### config.mk
export PLATFORM = sky130hd
export DESIGN_NAME = adc_bringup_and_sample_sequencer_flat
export DESIGN_NICKNAME = d
export VERILOG_FILES = /design/src/sv/adc_seq_pkg.sv /design/src/sv/adc_seq_if.sv /design/src/sv/adc_seq_ctrl.sv /design/src/sv/adc_seq_map.sv /design/src/sv/adc_bringup_and_sample_sequencer.sv /design/src/flat_wrapper.sv
export SDC_FILE = /design/constraint.sdc
export NUM_CORES = 1
export LEC_CHECK = 0
export BUFFER_PORTS_ARGS = -buffer_cell sky130_fd_sc_hd__clkbuf_2
export CORE_ASPECT_RATIO = 0.8
export CORE_MARGIN = 8
export CORE_UTILIZATION = 60
export CTS_CLUSTER_DIAMETER = 30
export DETAILED_ROUTE_END_ITERATION = 7
export PLACE_DENSITY = 0.78
export RECOVER_POWER = 50
export SLEW_MARGIN = 20
export SYNTH_ARGS = -nofsm -noshare
export SYNTH_HDL_FRONTEND = slang
export SYNTH_HIERARCHICAL = 1
export SYNTH_SLANG_ARGS = --single-unit
### constraint.sdc
create_clock -name i_clk -period 7.8 [get_ports i_clk]
set_input_delay 1.56 -clock i_clk [delete_from_list [all_inputs] [get_ports i_clk]]
set_output_delay 1.56 -clock i_clk [all_outputs]
set_load 0.005 [all_outputs]
### src/sv/adc_seq_pkg.sv
package adc_seq_pkg;

    // converter sample width; the frequency map divides by 2**SAMPLE_BITS - 1
    localparam int SAMPLE_BITS = 12;
    localparam int FREQ_W      = 16;
    localparam int TICK_W      = 8;
    localparam int OP_W        = 3;
    localparam int PHASE_W     = 3;
    localparam int CFG_IDX_W   = 2;
    localparam int CFG_DATA_W  = 16;

    localparam int RAW_MAX  = (1 << SAMPLE_BITS) - 1;
    localparam int PROD_W   = SAMPLE_BITS + FREQ_W;
    localparam int SUM_W    = FREQ_W + 1;
    localparam int HI_W     = SUM_W - SAMPLE_BITS;
    localparam int Z_W      = SAMPLE_BITS + 2;

    localparam logic [FREQ_W-1:0] MIN_FREQ_RST = FREQ_W'(125);
    localparam logic [FREQ_W-1:0] MAX_FREQ_RST = FREQ_W'(5000);
    localparam logic [TICK_W-1:0] INTERVAL_RST = TICK_W'(20);
    localparam logic [TICK_W-1:0] STARTUP_RST  = TICK_W'(1);

    localparam logic [CFG_IDX_W-1:0] CFG_MIN_FREQ = 2'd0;
    localparam logic [CFG_IDX_W-1:0] CFG_MAX_FREQ = 2'd1;
    localparam logic [CFG_IDX_W-1:0] CFG_INTERVAL = 2'd2;
    localparam logic [CFG_IDX_W-1:0] CFG_STARTUP  = 2'd3;

    typedef enum logic [OP_W-1:0] {
        OP_START   = 3'd0,
        OP_TICK    = 3'd1,
        OP_DONE    = 3'd2,
        OP_OVERRUN = 3'd3,
        OP_TAKE    = 3'd4,
        OP_LATEST  = 3'd5
    } t_op;

    typedef enum logic [PHASE_W-1:0] {
        PH_OFF      = 3'd0,
        PH_STARTUP  = 3'd1,
        PH_CAL      = 3'd2,
        PH_ENABLING = 3'd3,
        PH_READY    = 3'd4
    } t_phase;

    // one word leaving the sequencer, before the frequency is attached
    typedef struct packed {
        t_phase                 phase;
        logic                   reg_en;
        logic                   cal_start;
        logic                   conv_en;
        logic                   conv_start;
        logic [SAMPLE_BITS-1:0] raw;
        logic                   delivered;
        logic                   ready;
        logic                   is_start;
        logic                   is_done;
    } t_seq_word;

endpackage

### src/sv/adc_seq_if.sv
interface adc_seq_in_if import adc_seq_pkg::*; ();
    logic                   valid;
    logic                   ready;
    logic [OP_W-1:0]        opcode;
    logic [SAMPLE_BITS-1:0] raw_sample;
    logic                   calibration_busy;
    logic                   converter_ready_flag;
    logic                   converter_enabled;
    logic                   conversion_ongoing;

    modport source (
        output valid, opcode, raw_sample, calibration_busy, converter_ready_flag,
               converter_enabled, conversion_ongoing,
        input  ready
    );
    modport sink (
        input  valid, opcode, raw_sample, calibration_busy, converter_ready_flag,
               converter_enabled, conversion_ongoing,
        output ready
    );
endinterface

interface adc_seq_out_if import adc_seq_pkg::*; ();
    logic                   valid;
    logic                   ready;
    logic [PHASE_W-1:0]     phase;
    logic                   regulator_enable;
    logic                   calibration_start;
    logic                   converter_enable;
    logic                   conversion_start;
    logic [SAMPLE_BITS-1:0] sample_raw;
    logic [FREQ_W-1:0]      mapped_freq;
    logic                   sample_delivered;
    logic                   sample_ready;

    modport source (
        output valid, phase, regulator_enable, calibration_start, converter_enable,
               conversion_start, sample_raw, mapped_freq, sample_delivered,
               sample_ready,
        input  ready
    );
    modport sink (
        input  valid, phase, regulator_enable, calibration_start, converter_enable,
               conversion_start, sample_raw, mapped_freq, sample_delivered,
               sample_ready,
        output ready
    );
endinterface

interface adc_seq_cfg_if import adc_seq_pkg::*; ();
    logic                  valid;
    logic                  ready;
    logic [CFG_IDX_W-1:0]  index;
    logic [CFG_DATA_W-1:0] data;

    modport source (output valid, index, data, input ready);
    modport sink (input valid, index, data, output ready);
endinterface

### src/sv/adc_seq_ctrl.sv
module adc_seq_ctrl import adc_seq_pkg::*; (
    input  logic              i_clk,
    input  logic              i_rst_n,
    adc_seq_in_if.sink        i_item,
    input  logic [TICK_W-1:0] i_interval_ticks,
    input  logic [TICK_W-1:0] i_startup_ticks,
    output logic              o_valid,
    output t_seq_word         o_word,
    input  logic              i_ready
);

    t_phase                 r_phase, n_phase;
    logic [TICK_W-1:0]      r_startup_cnt, n_startup_cnt;
    logic [TICK_W-1:0]      r_interval_cnt, n_interval_cnt;
    logic                   r_conv_active, n_conv_active;
    logic                   r_update_pending, n_update_pending;
    logic                   r_sample_valid, n_sample_valid;
    logic [SAMPLE_BITS-1:0] r_stored_raw, n_stored_raw;

    logic                   r_valid;
    t_seq_word              r_word;
    t_seq_word              n_word;
    logic                   accept;
    logic                   trigger_ok;

    assign i_item.ready = !r_valid || i_ready;
    assign accept       = i_item.valid && i_item.ready;
    assign trigger_ok   = !r_conv_active && i_item.converter_enabled
                          && !i_item.conversion_ongoing;

    // next state
    always_comb begin
        n_phase          = r_phase;
        n_startup_cnt    = r_startup_cnt;
        n_interval_cnt   = r_interval_cnt;
        n_conv_active    = r_conv_active;
        n_update_pending = r_update_pending;
        n_sample_valid   = r_sample_valid;
        n_stored_raw     = r_stored_raw;
        unique case (t_op'(i_item.opcode))
            OP_START: begin
                n_stored_raw     = '0;
                n_update_pending = 1'b0;
                n_sample_valid   = 1'b0;
                n_conv_active    = 1'b0;
                n_interval_cnt   = i_interval_ticks;
                n_startup_cnt    = i_startup_ticks;
                n_phase          = PH_STARTUP;
            end
            OP_TICK: begin
                unique case (r_phase)
                    PH_STARTUP: begin
                        if (r_startup_cnt != '0) begin
                            n_startup_cnt = r_startup_cnt - 1'b1;
                        end else begin
                            n_phase = PH_CAL;
                        end
                    end
                    PH_CAL: begin
                        if (!i_item.calibration_busy) begin
                            n_phase = PH_ENABLING;
                        end
                    end
                    PH_ENABLING: begin
                        if (i_item.converter_ready_flag) begin
                            n_phase        = PH_READY;
                            n_interval_cnt = '0;
                        end
                    end
                    PH_READY: begin
                        if (r_interval_cnt != '0) begin
                            n_interval_cnt = r_interval_cnt - 1'b1;
                        end else begin
                            n_interval_cnt = i_interval_ticks;
                            if (trigger_ok) begin
                                n_conv_active = 1'b1;
                            end
                        end
                    end
                    default: begin
                    end
                endcase
            end
            OP_DONE: begin
                n_stored_raw     = i_item.raw_sample;
                n_sample_valid   = 1'b1;
                n_update_pending = 1'b1;
                n_conv_active    = 1'b0;
            end
            OP_OVERRUN: begin
                n_conv_active = 1'b0;
            end
            OP_TAKE: begin
                n_update_pending = 1'b0;
            end
            default: begin
            end
        endcase
    end

    // result word
    always_comb begin
        n_word          = '0;
        n_word.phase    = n_phase;
        n_word.raw      = n_stored_raw;
        unique case (t_op'(i_item.opcode))
            OP_START: begin
                n_word.reg_en   = 1'b1;
                n_word.is_start = 1'b1;
            end
            OP_TICK: begin
                n_word.cal_start  = (r_phase == PH_STARTUP) && (r_startup_cnt == '0);
                n_word.conv_en    = (r_phase == PH_CAL) && !i_item.calibration_busy;
                n_word.conv_start = (r_phase == PH_READY) && (r_interval_cnt == '0)
                                    && trigger_ok;
            end
            OP_DONE: begin
                n_word.is_done = 1'b1;
            end
            OP_TAKE: begin
                n_word.delivered = r_update_pending;
                n_word.ready     = r_update_pending && (r_phase == PH_READY)
                                   && r_sample_valid;
            end
            OP_LATEST: begin
                n_word.delivered = 1'b1;
                n_word.ready     = (r_phase == PH_READY) && r_sample_valid;
            end
            default: begin
            end
        endcase
    end

    always_ff @(posedge i_clk) begin
        if (!i_rst_n) begin
            r_phase          <= PH_OFF;
            r_startup_cnt    <= '0;
            r_interval_cnt   <= INTERVAL_RST;
            r_conv_active    <= 1'b0;
            r_update_pending <= 1'b0;
            r_sample_valid   <= 1'b0;
            r_stored_raw     <= '0;
            r_valid          <= 1'b0;
        end else begin
            if (accept) begin
                r_phase          <= n_phase;
                r_startup_cnt    <= n_startup_cnt;
                r_interval_cnt   <= n_interval_cnt;
                r_conv_active    <= n_conv_active;
                r_update_pending <= n_update_pending;
                r_sample_valid   <= n_sample_valid;
                r_stored_raw     <= n_stored_raw;
                r_valid          <= 1'b1;
            end else if (i_ready) begin
                r_valid <= 1'b0;
            end
        end
    end

    always_ff @(posedge i_clk) begin
        if (accept) begin
            r_word <= n_word;
        end
    end

    assign o_valid = r_valid;
    assign o_word  = r_word;

    a_start_enters_startup: assert property (@(posedge i_clk) disable iff (!i_rst_n)
        accept && (i_item.opcode == OP_START)
        |=> r_valid && (r_word.phase == PH_STARTUP) && !r_sample_valid)
        else $error("start did not restart the sequence");

    a_conv_start_in_ready: assert property (@(posedge i_clk) disable iff (!i_rst_n)
        r_valid && r_word.conv_start |-> (r_word.phase == PH_READY) && r_conv_active)
        else $error("conversion start outside ready phase or without active flag");

    a_done_marks_pending: assert property (@(posedge i_clk) disable iff (!i_rst_n)
        accept && (i_item.opcode == OP_DONE)
        |=> r_update_pending && r_sample_valid && !r_conv_active)
        else $error("conversion done did not mark a pending sample");

endmodule

### src/sv/adc_seq_map.sv
module adc_seq_map import adc_seq_pkg::*; (
    input  logic              i_clk,
    input  logic              i_rst_n,
    input  logic              i_valid,
    input  t_seq_word         i_word,
    output logic              o_ready,
    input  logic [FREQ_W-1:0] i_min_freq,
    input  logic [FREQ_W-1:0] i_max_freq,
    adc_seq_out_if.source     o_result
);

    // stage 2: product, stage 3: quotient, stage 4: result register
    logic                   r_v2, r_v3, r_v4;
    t_seq_word              r_w2, r_w3, r_w4;
    logic [PROD_W-1:0]      r_prod2;
    logic [FREQ_W-1:0]      r_q3;
    logic [FREQ_W-1:0]      r_freq;

    logic                   rdy2, rdy3, rdy4;
    logic [FREQ_W-1:0]      span;
    logic [FREQ_W-1:0]      prod_hi;
    logic [SAMPLE_BITS-1:0] prod_lo;
    logic [SUM_W-1:0]       fold1;
    logic [HI_W-1:0]        fold_hi;
    logic [Z_W-1:0]         fold2;
    logic [SUM_W-1:0]       quot;
    logic [SUM_W-1:0]       freq_sum;
    logic [FREQ_W-1:0]      freq_new;

    assign rdy4    = !r_v4 || o_result.ready;
    assign rdy3    = !r_v3 || rdy4;
    assign rdy2    = !r_v2 || rdy3;
    assign o_ready = rdy2;

    assign span = (i_max_freq >= i_min_freq) ? (i_max_freq - i_min_freq) : '0;

    // x / (2^S - 1): fold the high part back onto the low part twice,
    // then at most two corrections
    assign prod_hi = r_prod2[PROD_W-1:SAMPLE_BITS];
    assign prod_lo = r_prod2[SAMPLE_BITS-1:0];
    assign fold1   = SUM_W'(prod_hi) + SUM_W'(prod_lo);
    assign fold_hi = fold1[SUM_W-1:SAMPLE_BITS];
    assign fold2   = Z_W'(fold_hi) + Z_W'(fold1[SAMPLE_BITS-1:0]);
    assign quot    = SUM_W'(prod_hi) + SUM_W'(fold_hi)
                     + SUM_W'(fold2 >= Z_W'(RAW_MAX))
                     + SUM_W'(fold2 >= Z_W'(2 * RAW_MAX));

    assign freq_sum = SUM_W'(i_min_freq) + SUM_W'(r_q3);
    assign freq_new = (freq_sum > SUM_W'(i_max_freq)) ? i_max_freq
                                                      : freq_sum[FREQ_W-1:0];

    always_ff @(posedge i_clk) begin
        if (!i_rst_n) begin
            r_v2   <= 1'b0;
            r_v3   <= 1'b0;
            r_v4   <= 1'b0;
            r_freq <= MIN_FREQ_RST;
        end else begin
            if (rdy2) begin
                r_v2 <= i_valid;
            end
            if (rdy3) begin
                r_v3 <= r_v2;
            end
            if (rdy4) begin
                r_v4 <= r_v3;
                if (r_v3 && r_w3.is_start) begin
                    r_freq <= i_min_freq;
                end else if (r_v3 && r_w3.is_done) begin
                    r_freq <= freq_new;
                end
            end
        end
    end

    always_ff @(posedge i_clk) begin
        if (rdy2) begin
            r_w2    <= i_word;
            r_prod2 <= PROD_W'(i_word.raw) * PROD_W'(span);
        end
        if (rdy3) begin
            r_w3 <= r_w2;
            r_q3 <= quot[FREQ_W-1:0];
        end
        if (rdy4) begin
            r_w4 <= r_w3;
        end
    end

    assign o_result.valid             = r_v4;
    assign o_result.phase             = r_w4.phase;
    assign o_result.regulator_enable  = r_w4.reg_en;
    assign o_result.calibration_start = r_w4.cal_start;
    assign o_result.converter_enable  = r_w4.conv_en;
    assign o_result.conversion_start  = r_w4.conv_start;
    assign o_result.sample_raw        = r_w4.raw;
    assign o_result.mapped_freq       = r_freq;
    assign o_result.sample_delivered  = r_w4.delivered;
    assign o_result.sample_ready      = r_w4.ready;

    a_quotient_exact: assert property (@(posedge i_clk) disable iff (!i_rst_n)
        r_v2 && rdy3
        |=> (64'(r_q3) * 64'(RAW_MAX) <= 64'($past(r_prod2)))
            && (64'($past(r_prod2)) < (64'(r_q3) + 64'd1) * 64'(RAW_MAX)))
        else $error("constant divide result off");

    a_start_loads_min: assert property (@(posedge i_clk) disable iff (!i_rst_n)
        r_v3 && rdy4 && r_w3.is_start |=> r_freq == $past(i_min_freq))
        else $error("start did not load minimum frequency");

    a_done_clamped: assert property (@(posedge i_clk) disable iff (!i_rst_n)
        r_v3 && rdy4 && r_w3.is_done |=> r_freq <= $past(i_max_freq))
        else $error("mapped frequency above maximum");

endmodule

### src/sv/adc_bringup_and_sample_sequencer.sv
// channel   modport  words
// i_item    sink     event: opcode, raw sample, converter status flags
// o_result  source   phase, pulses, stored sample, frequency, query answer
// i_cfg     sink     register write: index 0 min, 1 max, 2 interval, 3 startup
//
// One event per cycle while i_item.ready is high; results leave in order.
// The sequencer step is done at the input edge; the frequency map runs through a
// multiply stage, a constant-divide stage and an add/clamp stage into the result
// register. Synchronous active-low reset restores the off phase and register
// defaults. A stalled result fills bubbles before i_item.ready drops.
module adc_bringup_and_sample_sequencer import adc_seq_pkg::*; (
    input  logic          i_clk,
    input  logic          i_rst_n,
    adc_seq_in_if.sink    i_item,
    adc_seq_out_if.source o_result,
    adc_seq_cfg_if.sink   i_cfg
);

    logic [FREQ_W-1:0] r_min_freq;
    logic [FREQ_W-1:0] r_max_freq;
    logic [TICK_W-1:0] r_interval;
    logic [TICK_W-1:0] r_startup;

    logic              seq_valid;
    logic              seq_ready;
    t_seq_word         seq_word;

    assign i_cfg.ready = 1'b1;

    always_ff @(posedge i_clk) begin
        if (!i_rst_n) begin
            r_min_freq <= MIN_FREQ_RST;
            r_max_freq <= MAX_FREQ_RST;
            r_interval <= INTERVAL_RST;
            r_startup  <= STARTUP_RST;
        end else if (i_cfg.valid) begin
            unique case (i_cfg.index)
                CFG_MIN_FREQ: r_min_freq <= i_cfg.data;
                CFG_MAX_FREQ: r_max_freq <= i_cfg.data;
                CFG_INTERVAL: r_interval <= i_cfg.data[TICK_W-1:0];
                CFG_STARTUP:  r_startup  <= i_cfg.data[TICK_W-1:0];
                default: begin
                end
            endcase
        end
    end

    adc_seq_ctrl u_ctrl (
        .i_clk            (i_clk),
        .i_rst_n          (i_rst_n),
        .i_item           (i_item),
        .i_interval_ticks (r_interval),
        .i_startup_ticks  (r_startup),
        .o_valid          (seq_valid),
        .o_word           (seq_word),
        .i_ready          (seq_ready)
    );

    adc_seq_map u_map (
        .i_clk      (i_clk),
        .i_rst_n    (i_rst_n),
        .i_valid    (seq_valid),
        .i_word     (seq_word),
        .o_ready    (seq_ready),
        .i_min_freq (r_min_freq),
        .i_max_freq (r_max_freq),
        .o_result   (o_result)
    );

endmodule
### src/flat_wrapper.sv
// flat-port wrapper written by rule: the top's interface ports become plain ports
module adc_bringup_and_sample_sequencer_flat import adc_seq_pkg::*;
  (i_clk, i_rst_n, i_item_valid, i_item_opcode, i_item_raw_sample, i_item_calibration_busy, i_item_converter_ready_flag, i_item_converter_enabled, i_item_conversion_ongoing, i_item_ready, o_result_valid, o_result_phase, o_result_regulator_enable, o_result_calibration_start, o_result_converter_enable, o_result_conversion_start, o_result_sample_raw, o_result_mapped_freq, o_result_sample_delivered, o_result_sample_ready, o_result_ready, i_cfg_valid, i_cfg_index, i_cfg_data, i_cfg_ready);
  adc_seq_in_if i_item_i ();
  adc_seq_out_if o_result_i ();
  adc_seq_cfg_if i_cfg_i ();
  input  logic i_clk;
  input  logic i_rst_n;
  input wire logic [$bits(i_item_i.valid)-1:0] i_item_valid;
  input wire logic [$bits(i_item_i.opcode)-1:0] i_item_opcode;
  input wire logic [$bits(i_item_i.raw_sample)-1:0] i_item_raw_sample;
  input wire logic [$bits(i_item_i.calibration_busy)-1:0] i_item_calibration_busy;
  input wire logic [$bits(i_item_i.converter_ready_flag)-1:0] i_item_converter_ready_flag;
  input wire logic [$bits(i_item_i.converter_enabled)-1:0] i_item_converter_enabled;
  input wire logic [$bits(i_item_i.conversion_ongoing)-1:0] i_item_conversion_ongoing;
  output wire logic [$bits(i_item_i.ready)-1:0] i_item_ready;
  output wire logic [$bits(o_result_i.valid)-1:0] o_result_valid;
  output wire logic [$bits(o_result_i.phase)-1:0] o_result_phase;
  output wire logic [$bits(o_result_i.regulator_enable)-1:0] o_result_regulator_enable;
  output wire logic [$bits(o_result_i.calibration_start)-1:0] o_result_calibration_start;
  output wire logic [$bits(o_result_i.converter_enable)-1:0] o_result_converter_enable;
  output wire logic [$bits(o_result_i.conversion_start)-1:0] o_result_conversion_start;
  output wire logic [$bits(o_result_i.sample_raw)-1:0] o_result_sample_raw;
  output wire logic [$bits(o_result_i.mapped_freq)-1:0] o_result_mapped_freq;
  output wire logic [$bits(o_result_i.sample_delivered)-1:0] o_result_sample_delivered;
  output wire logic [$bits(o_result_i.sample_ready)-1:0] o_result_sample_ready;
  input wire logic [$bits(o_result_i.ready)-1:0] o_result_ready;
  input wire logic [$bits(i_cfg_i.valid)-1:0] i_cfg_valid;
  input wire logic [$bits(i_cfg_i.index)-1:0] i_cfg_index;
  input wire logic [$bits(i_cfg_i.data)-1:0] i_cfg_data;
  output wire logic [$bits(i_cfg_i.ready)-1:0] i_cfg_ready;
  assign i_item_i.valid = i_item_valid;
  assign i_item_i.opcode = i_item_opcode;
  assign i_item_i.raw_sample = i_item_raw_sample;
  assign i_item_i.calibration_busy = i_item_calibration_busy;
  assign i_item_i.converter_ready_flag = i_item_converter_ready_flag;
  assign i_item_i.converter_enabled = i_item_converter_enabled;
  assign i_item_i.conversion_ongoing = i_item_conversion_ongoing;
  assign i_item_ready = i_item_i.ready;
  assign o_result_valid = o_result_i.valid;
  assign o_result_phase = o_result_i.phase;
  assign o_result_regulator_enable = o_result_i.regulator_enable;
  assign o_result_calibration_start = o_result_i.calibration_start;
  assign o_result_converter_enable = o_result_i.converter_enable;
  assign o_result_conversion_start = o_result_i.conversion_start;
  assign o_result_sample_raw = o_result_i.sample_raw;
  assign o_result_mapped_freq = o_result_i.mapped_freq;
  assign o_result_sample_delivered = o_result_i.sample_delivered;
  assign o_result_sample_ready = o_result_i.sample_ready;
  assign o_result_i.ready = o_result_ready;
  assign i_cfg_i.valid = i_cfg_valid;
  assign i_cfg_i.index = i_cfg_index;
  assign i_cfg_i.data = i_cfg_data;
  assign i_cfg_ready = i_cfg_i.ready;
  adc_bringup_and_sample_sequencer u_core (.i_clk(i_clk), .i_rst_n(i_rst_n), .i_item(i_item_i), .o_result(o_result_i), .i_cfg(i_cfg_i));
endmodule
==> run summary <==
The endpoint identified for the worst register-to-register timing path is u_core/u_map/r_prod2[26]. The run finished, with violations left. The launch point of the worst reg-to-reg path is u_core/r_max_freq[0]. STA puts the critical path data required time at 8140 ps.

Critical path's most frequent cell: sky130_fd_sc_hd__fa_1. The kind of start point of the critical path is a flip-flop. The proportion of layout cells with a drive suffix above 1 came out at 0.123. The number of instances in the synthesized netlist was 1943. Summed over all nets, wire length on met2 after detailed routing comes to 21700 um. The path with the worst hold slack has its endpoint at u_core/u_map/r_w2[22]. After clock tree synthesis, the flow added hold-fix buffers numbering 0.

The share of synthesized flip-flops with an asynchronous set or reset came out at 0. The highest metal layer carrying signal wires in the routed design is met4. The combined global-route utilization of all metal layers is 0.259. The largest single stage delay on the critical path is 590 ps. STA classifies the critical path endpoint as a flip-flop. The final count of pins violating max slew is 197. In the post-route analysis, the smallest setup slack over all paths is 151 ps. The most frequently used cell type in the post-synthesis netlist was sky130_fd_sc_hd__inv_1.

The maximum level of the CTS H-tree came out at 2. For this block, wires on met1 add up to 21100 um. The number of antenna violations at the first check in global routing is 0, and the via count of the first global-routing pass is 14800. The placement row count is 58, and the actual slew at the worst max-slew pin is 3220 ps. Yosys mapped the design onto 97 distinct sky130hd cell types. The horizontal die dimension is 213 um, and the number of synthesized register bits is 235. Summed over all layers, the global routing overflow is 0.

The net count of the finished layout is 2349. The power density of the placed cells is 342 nW/um2, and the number of cells on the worst hold path is 0. The count of cells along the worst register-to-register path was 30.

The minimum period implied by the final worst setup slack came out at 7650 ps. After synthesis, the cell types taking the most area are sky130_fd_sc_hd__edfxtp_1 21%, sky130_fd_sc_hd__fa_1 16%, sky130_fd_sc_hd__dfxtp_1 11%. The beginning of the worst hold path was u_core/u_ctrl/o_word[22]. Clock-pin slew of the registers on the worst-case setup and hold paths: 60 ps. Using the TritonRoute via totals, the vias-per-cell ratio works out to 5.96. The fmax is 131 MHz, and the maximum ir drop on the vdd rail is 240 uV. For the remaining routing DRC violations, the log shows 0.

Prior to clock tree synthesis, the placed netlist has a worst setup slack of 10.0 ps. For this run, the number of Yosys warnings is 6. The tree is rooted in a sky130_fd_sc_hd__clkbuf_16.

The core footprint was 31100 um2. The run gives 48600 um as the post-detailed-routing wire length. From synthesis to final layout, the design area changed by 12.2%. The detail route stage leaves a number of antenna-violating nets equal to 0. Of all nets on the critical path, the largest fanout is 9. The die is 174 um tall. Clock skew on the completed layout was measured at 17.5 ps. The final-layout worst hold slack is 414 ps, and the detail-routed net length per standard cell is 19.7 um. The violation count after the first detailed-routing iteration came out at 1474. The logs give 530 ps for the clock latency on the worst-skew pair and 0 for the number of antenna repair diodes. The max-capacitance violation count was 4. The start-to-end type of the worst setup path is flip-flop to flip-flop. The run gives 41 as the CTS buffer count.

Kind of cell with the highest combined delay on the critical path: adder cells. The run gives 37100 um2 as the area enclosed by the die boundary. The checks that failed: max-capacitance violations, max-slew violations. The first TritonRoute pass finished after 6 iterations. The sink count of the clock tree was 235.

The proportion of synthesized chip area in sequential cells was 0.322; the share of the clock period used by the worst path was 0.981. The number of nets in the synthesized netlist is 2276. At the worst endpoint, the arrival time is 7990 ps.

The routed length on met3 is 4450 um, and the fraction of the core area covered by cells at the end of the flow is 0.676. The fraction of synthesized cell area taken by the top area cell type is 0.213, and the static leakage power is 9.83 nW. The slowest stage of the critical path is the sky130_fd_sc_hd__fa_1 cell.

In this run the deepest clock path goes through 3 buffers. Ranked by instance count, the synthesized netlist is headed by 259 x sky130_fd_sc_hd__inv_1, 248 x sky130_fd_sc_hd__nand2_1, 146 x sky130_fd_sc_hd__fa_1. After routing the design area is 21000 um2. Routed via count: 14700. The worst-case headroom to the max-slew limit came out at -1.15. TritonCTS built the clock tree. Global-route wire length before repair: 77700 um. In this run the worst hold path is classified as flip-flop to flip-flop. For the final count of hold timing violations, the log shows 0. In this run the tool buffered the top-level ports with 80 buffer cells. Area of the mapped netlist: 18700 um2.

After legalization and detailed placement, the total HPWL measured 34800 um. Setup violations remaining at the end of the flow were counted as 0. The leading area contributor after synthesis was sky130_fd_sc_hd__edfxtp_1. The placed instances occupy a cell area of 19300 um2. Number of flops mapped to enable cells by yosys: 133. Routability-driven placement finished with a final weighted congestion of 0.999.

The number of buffers and inverters on the critical path is 7. The worst register-to-register path has a setup slack of 150 ps. The tools report the number of top-level pins as 82. The starting density of the core was 0.603; the largest net degree at the start of global routing was 55. The average size of a mapped cell was 9.64 um2. The leading register cell type out of synthesis is sky130_fd_sc_hd__edfxtp_1.
-- sequential cells by signal, summed over array words and instances (netlist names), 3 cells and up --
register / flops
u_core/u_ctrl/r_startup_cnt: 8
u_core/u_map/o_result.sample_raw: 12
u_core/r_max_freq: 16
u_core/u_ctrl/r_stored_raw: 12
u_core/u_map/r_w3: 23
u_core/u_ctrl/o_word: 22
u_core/u_map/r_w2: 23
u_core/u_map/o_result.phase: 3
u_core/u_map/r_q3: 16
u_core/u_ctrl/r_interval_cnt: 8
u_core/u_map/o_result.mapped_freq: 16
u_core/r_startup: 8
u_core/u_ctrl/r_phase: 3
u_core/u_map/r_prod2: 28
u_core/r_interval: 8
u_core/r_min_freq: 16
-- how the worst max path moves through the flow --
stage / start / to / slack, ps / cells after the start
floorplan: u_core/r_min_freq[0] / u_core/u_map/r_prod2[26] / 610 / 31
global placement: u_core/r_min_freq[8] / u_core/u_map/r_prod2[26] / 260 / 26
detailed placement: u_core/r_min_freq[0] / u_core/u_map/r_prod2[26] / 10 / 29
CTS: u_core/r_min_freq[0] / u_core/u_map/r_prod2[26] / 100 / 29
global route: u_core/r_max_freq[0] / u_core/u_map/r_prod2[26] / -70 / 30
finish: u_core/r_max_freq[0] / u_core/u_map/r_prod2[26] / 150 / 30
-- cell families (layout without fill, tap and decap cells) --
group | count (synthesis) | count (layout) | share of synthesized area
AO/OA/AOI/OAI | 311 | 313 | 0.117
buffers and inverters | 347 | 451 | 0.0783
AND/OR/NAND/NOR | 636 | 636 | 0.169
flip-flops | 235 | 235 | 0.322
multiplexers | 52 | 52 | 0.0278
XOR/XNOR | 69 | 69 | 0.0323
adder cells (fa/ha/maj) | 291 | 291 | 0.253
other | 2 | 2 | 0.000401
-- power breakdown --
part	switching [mW]	total, mW	internal [mW]
Clock	0.643	1.83	1.19
Combinational	2.10	3.64	1.54
Sequential	0.150	1.72	1.57
Total	2.90	7.19	4.29
-- area by class of cell --
type	count	area (um2)
clock inverters	26	304
well taps	420	526
clock buffers	50	1130
fillers	2377	10100
flip-flops and latches	235	6040
multi-input cells	1363	11400
inverters	260	976
repair buffers	115	662
-- worst reg2reg max path, delay by kind of cell, from the launching register on --
kind	cells	cell delay (ps)
AO/OA/AOI/OAI	12	2450
adder cells (fa/ha/maj)	8	3590
buffers and inverters	7	680
flip-flops	1	320
AND/OR/NAND/NOR	3	440
-- layout by cell type, fill, tap and decap left out, types with 68 or more instances in the layout --
cell and count:
sky130_fd_sc_hd__inv_1 258, sky130_fd_sc_hd__nand2_1 247, sky130_fd_sc_hd__fa_1 144, sky130_fd_sc_hd__ha_1 141, sky130_fd_sc_hd__edfxtp_1 133, sky130_fd_sc_hd__dfxtp_1 99, sky130_fd_sc_hd__nand3_1 92, sky130_fd_sc_hd__a21oi_1 79
sky130_fd_sc_hd__clkbuf_2 77, sky130_fd_sc_hd__nor2_1 68
-- stage by stage --
step	instances	TNS [ps]	total power, mW
3_3_place_gp	2375	0	5.05
5_1_grt	2469	-145	7.68
6_report	2469	0	7.19
4_1_cts	2451	0	7.05
3_5_place_dp	2375	0	5.16
2_1_floorplan	1943	0	4.34
-- layer usage --
| layer | vias up | track usage |
|---|---|---|
| met1 | 7156 | 0.363 |
| met2 | 706 | 0.392 |
| met3 | 102 | 0.0590 |
| met5 | - | 0 |
| met4 | 0 | 0.0836 |
| li1 | 6751 | - |
-- what timing repair did --
| action | CTS | global route |
|---|---|---|
| setup endpoints to repair | 1 | 7 |
| pin swaps | 0 | 13 |
| setup buffers | 0 | 16 |
| gates cloned | 0 | 2 |
| resized for setup | 1 | 26 |
Note: power is estimated with default switching activity, not from simulation.
